`src/rtl/cwc_wall_mem.sv`:
```
// Wall segment table: one write port, one registered read port.
module cwc_wall_mem #(
  parameter int DEPTH = 64,
  parameter int AW    = 6,
  parameter int DW    = 48
) (
  input  logic          clk,
  input  logic          we,
  input  logic [AW-1:0] waddr,
  input  logic [DW-1:0] wdata,
  input  logic [AW-1:0] raddr,
  output logic [DW-1:0] rdata
);

  logic [DW-1:0] mem [DEPTH];
  logic [DW-1:0] rdata_r;

  always_ff @(posedge clk) begin
    if (we) begin
      mem[waddr] <= wdata;
    end
  end

  always_ff @(posedge clk) begin
    rdata_r <= mem[raddr];
  end

  assign rdata = rdata_r;

endmodule

```
`config.mk`:
```
export PLATFORM = sky130hd
export DESIGN_NAME = cwc_wall_mem
export DESIGN_NICKNAME = d
export VERILOG_FILES = /design/src/rtl/cwc_wall_mem.sv
export SDC_FILE = /design/constraint.sdc
export NUM_CORES = 2
export LEC_CHECK = 0
export BUFFER_PORTS_ARGS = -buffer_cell sky130_fd_sc_hd__buf_4
export CAP_MARGIN = 20
export CORE_MARGIN = 5
export CORE_UTILIZATION = 55
export DETAILED_ROUTE_END_ITERATION = 12
export GPL_TIMING_DRIVEN = 0
export PLACE_DENSITY_LB_ADDON = 0.05
export REMOVE_ABC_BUFFERS = 1
export SETUP_SLACK_MARGIN = 0.15
export SLEW_MARGIN = 20
export SYNTH_ARGS = -nofsm -noshare
export SYNTH_HDL_FRONTEND = slang
export SYNTH_SLANG_ARGS = --single-unit
```
`constraint.sdc`:
```
create_clock -name clk -period 17.3 [get_ports clk]
set_clock_uncertainty 0.15 [all_clocks]
set_input_delay 3.46 -clock clk [delete_from_list [all_inputs] [get_ports clk]]
set_output_delay 3.46 -clock clk [all_outputs]
set_load 0.05 [all_outputs]
```
# After elaboration in Yosys (flattened, before gate mapping)
# Memory sizes are Yosys's and may differ from the RTL's. A register that Yosys moved wholly into a read port is not among the register bits.
# Index checks and enable logic that the tools add are counted.
# totals
ram_bits	3072
wordCells	3
out_inout_bits	48
reg_bits	0
n_memories	1
# classes
n_mux	2
# mem_list
name	depth	width	rd	rd_clocked_by_memory_dff	write_ports	line_no	rtl
mem	64	48	1	1	1	15	logic [DW-1:0] mem [DEPTH];
# ops
op	n
$mux W1	2

# Depth between registers and ports, before layout
# logic_depth
ltp_word	2
mapped_depth	9
mapped_depth_nobuf	5

# Least setup slack after synthesis
# OpenSTA, ideal clock, no wires.
# synth_path
path_kind	input port to flip-flop
startpoint	in waddr[3]
endpoint	mem mem[48][0] (enable)
setup_slack_ns	9.405
t_arrival_ns	7.232
required_time_ns	16.637
path_buffers	1
setup_ns	0.513
cell_stages	4
path_cell_list	clkbuf_1 -> nor2b_1 -> nand4b_1 -> nor3_1
# synth_rtl
item	line_no	rtl
from (decl)	9	input logic [AW-1:0] waddr,
to (decl)	15	
# Straight into the memory's write port.

==> flow_metrics.tcl <==
set metrics [dict create \
    clk_pin_slew_worst_paths_ns 0.06 \
    layout_commonest_cell "edfxtp_1" \
    most-common-layout-cells "3072 x edfxtp_1, 754 x mux4_2, 333 x clkbuf_16, 151 x buf_12" \
    path_class "input pin to flip-flop" \
    cts_hold_buf 0 \
    crit_path_end_kind "flip-flop" \
    clock-sinks 3120 \
    min_period_ns 6.83 \
    htree_levels 5 \
    ios 110 \
    ys_seq_elements 3120 \
    p_leak_nw 42.8 \
    clock_latency_ns 0.94 \
    cts_made_buffers 326 \
    cts_setup_buffers 0 \
    grt_pass1_vias 56672 \
    grt_max_degree 94 \
    worst_slew_pin_slew_ns 1.18 \
    ant_nets 0 \
    io_buffer_count 109 \
    cp.required_ns 17.90 \
    start_util 0.552 \
    worstSetupStartpointType "input pin" \
    dpl.hpwl_mm 186 \
    stdcell_count 8471 \
    syn_inst 4970 \
    netlist_area_sq_um 117000 \
    syn_to_final_growth_pct 16.8 \
    nets 5467 \
    place_inst 7898 \
    track_usage 0.268 \
    cp.arrival_ns 7.43 \
    ys.warnings.count 0 \
    overflow 0 \
    slew_violations 0 \
    dr.first_iter.drc_count 6978 \
    dieArea_sq_um 222000 \
    yosysSeqAreaShare 0.796 \
    outcome "finished clean" \
    total_power_mw 15.9 \
    die_h_um 471 \
    p_sw_frac 0.207 \
    p_sw_mw 3.28 \
    vdd_ir_drop_max_mv 0.111 \
    p_seq_frac 0.528 \
    internal_power_mw 12.6 \
    grt_pass1_wl_mm 422 \
    cts_buffer_depth 4 \
    drc_errors 0 \
    cts_tree "yes" \
    p_clk_frac 0.422 \
    synthDistinctLibCells 36 \
    globalplace.congestion 0.732 \
    synth-async-reset-ratio 0 \
    routed_wl_mm 296 \
    drt_pass1_iterations 5 \
    setup_tns_ns 0 \
    rsz0062_at_grt "false" \
    fmax_mhz 146 \
    post_drt_wl_per_cell_um 35.0 \
    antenna_found_initial 7 \
    dieWidth_um 471 \
    rows 169 \
    vias 55554 \
    vias_per_cell 6.56 \
    finalSetupViolations 0 \
    fill_cells 13717 \
    powerDensity_nw_per_um2 116 \
    power_frac_comb 0.050 \
    fin_crit_sh 0.395 \
    cts_resized 0 \
    synth-edff-count 3072 \
    utilization 0.645 \
    critPathMaxFanout 82 \
    worstHoldPathType "flip-flop to flip-flop" \
    maxCapViolCount 0 \
    finalHoldViolCount 0 \
    slew_headroom 0.212 \
    synth.avg_cell_area_sq_um 23.6 \
    cts-root-buf "clkbuf_16" \
    ys.flop_type "edfxtp_1" \
    core_area_sq_um 212000 \
    drive_gt1_frac 0.299 \
]
-- logic make-up (layout without fill, tap and decap cells) --
group / after synthesis / in the layout / share of synthesized area
AOI/OAI and AO/OA: 486 / 486 / 0.0302
and+or+nand+nor: 253 / 253 / 0.00957
DFF: 3120 / 3120 / 0.796
other: 0 / 4 / 0
buffers and inverters: 282 / 958 / 0.0128
muxes: 829 / 829 / 0.152
-- power groups by stage --
| stage | Combinational, mW | Sequential [mW] | Clock, mW |
|---|---|---|---|
| detailed placement | 0.798 | 8.54 | 0 |
| CTS | 0.799 | 8.38 | 6.82 |
| floorplan | 0.308 | 8.60 | 0 |
| global placement | 0.906 | 8.55 | 0 |
| global route | 0.838 | 8.38 | 7.14 |
| finish | 0.791 | 8.38 | 6.71 |
-- per-layer routing --
| layer | part of all wire | vias up | global-route usage | wire, um |
|---|---|---|---|---|
| met4 | 0.027 | 2 | 0.0744 | 8000 |
| met3 | 0.073 | 449 | 0.0452 | 21600 |
| met1 | 0.40 | 30289 | 0.385 | 119000 |
| met5 | 0.000044 | - | 0 | 13 |
| met2 | 0.50 | 2407 | 0.435 | 147000 |
| li1 | - | 22407 | - | - |
-- critical path, stage by stage --
cell      delay (ns)
buf_16          0.27
buf_16          0.48
buf_16          0.39
buf_16          0.40
buf_16          0.50
mux4_2          0.58
mux2i_1         0.14
nor2_1          0.06
a311oi_1        0.63
a211oi_1        0.21
-- synthesized netlist by cell type, types with 2 or more instances --
library cell | instances | area share
buf_2 | 98 | 0.0042
o221ai_1 | 28 | 0.0021
a31o_2 | 5 | 0.00037
nand2b_1 | 10 | 0.00053
mux2_2 | 12 | 0.0012
or2_2 | 3 | 0.00016
nand4_1 | 2 | 0.00011
edfxtp_1 | 3072 | 0.79
a311oi_1 | 11 | 0.00082
nor2b_1 | 24 | 0.0013
a22o_1 | 57 | 0.0043
a21oi_1 | 74 | 0.0032
or3_1 | 3 | 0.00016
mux4_2 | 754 | 0.14
o22ai_1 | 122 | 0.0065
a211oi_1 | 32 | 0.0021
nor2_1 | 132 | 0.0042
buf_4 | 62 | 0.0040
a221oi_1 | 83 | 0.0062
nand3_1 | 7 | 0.00030
mux2i_1 | 63 | 0.0054
buf_1 | 12 | 0.00038
nand3b_1 | 5 | 0.00032
a22oi_1 | 72 | 0.0046
dfxtp_1 | 48 | 0.0082
nor3_1 | 3 | 0.00013
or3b_2 | 4 | 0.00030
and2_1 | 3 | 0.00016
buf_6 | 11 | 0.0011
clkbuf_1 | 98 | 0.0031
nand2_1 | 55 | 0.0018
-- flip-flops by register name (all words and copies together), names as in the netlist --
| name | cells |
|---|---|
| mem | 3072 |
| rdata | 48 |
-- stage by stage --
stage | cell area, sq um | hold WS (ns) | setup WS [ns]
after CTS | 137000 | 0.692 | 10.09
after global placement | 120000 | 0.697 | -4.57
after floorplan | 116000 | 0.560 | 9.56
after detailed placement | 127000 | 0.691 | 9.08
final | 137000 | 0.693 | 10.47
after global routing | 137000 | 0.767 | 9.97
-- final timing paths --
path                            cells after the start  slack (ns)        start         to
worst max-delay path                               10       10.47     raddr[0]  rdata[20]
worst min-delay path                                5        0.69  mem[62][23]  rdata[23]
worst min register to register                      5        0.69  mem[62][23]  rdata[23]
worst max register to register                      5       14.96   mem[58][9]   rdata[9]
-- cell type report --
cell class	count	area [sq um]	share of cell area
multi-input combinational	1568	23000	0.168
tap	2821	3530	0.0258
antenna	4	10.0	0.0000732
timing repair buffer	389	6980	0.0510
clock inverter	137	1280	0.00935
sequential	3120	93200	0.681
clock buffer	432	8830	0.0646
Note: power is estimated with default switching activity, not from simulation.
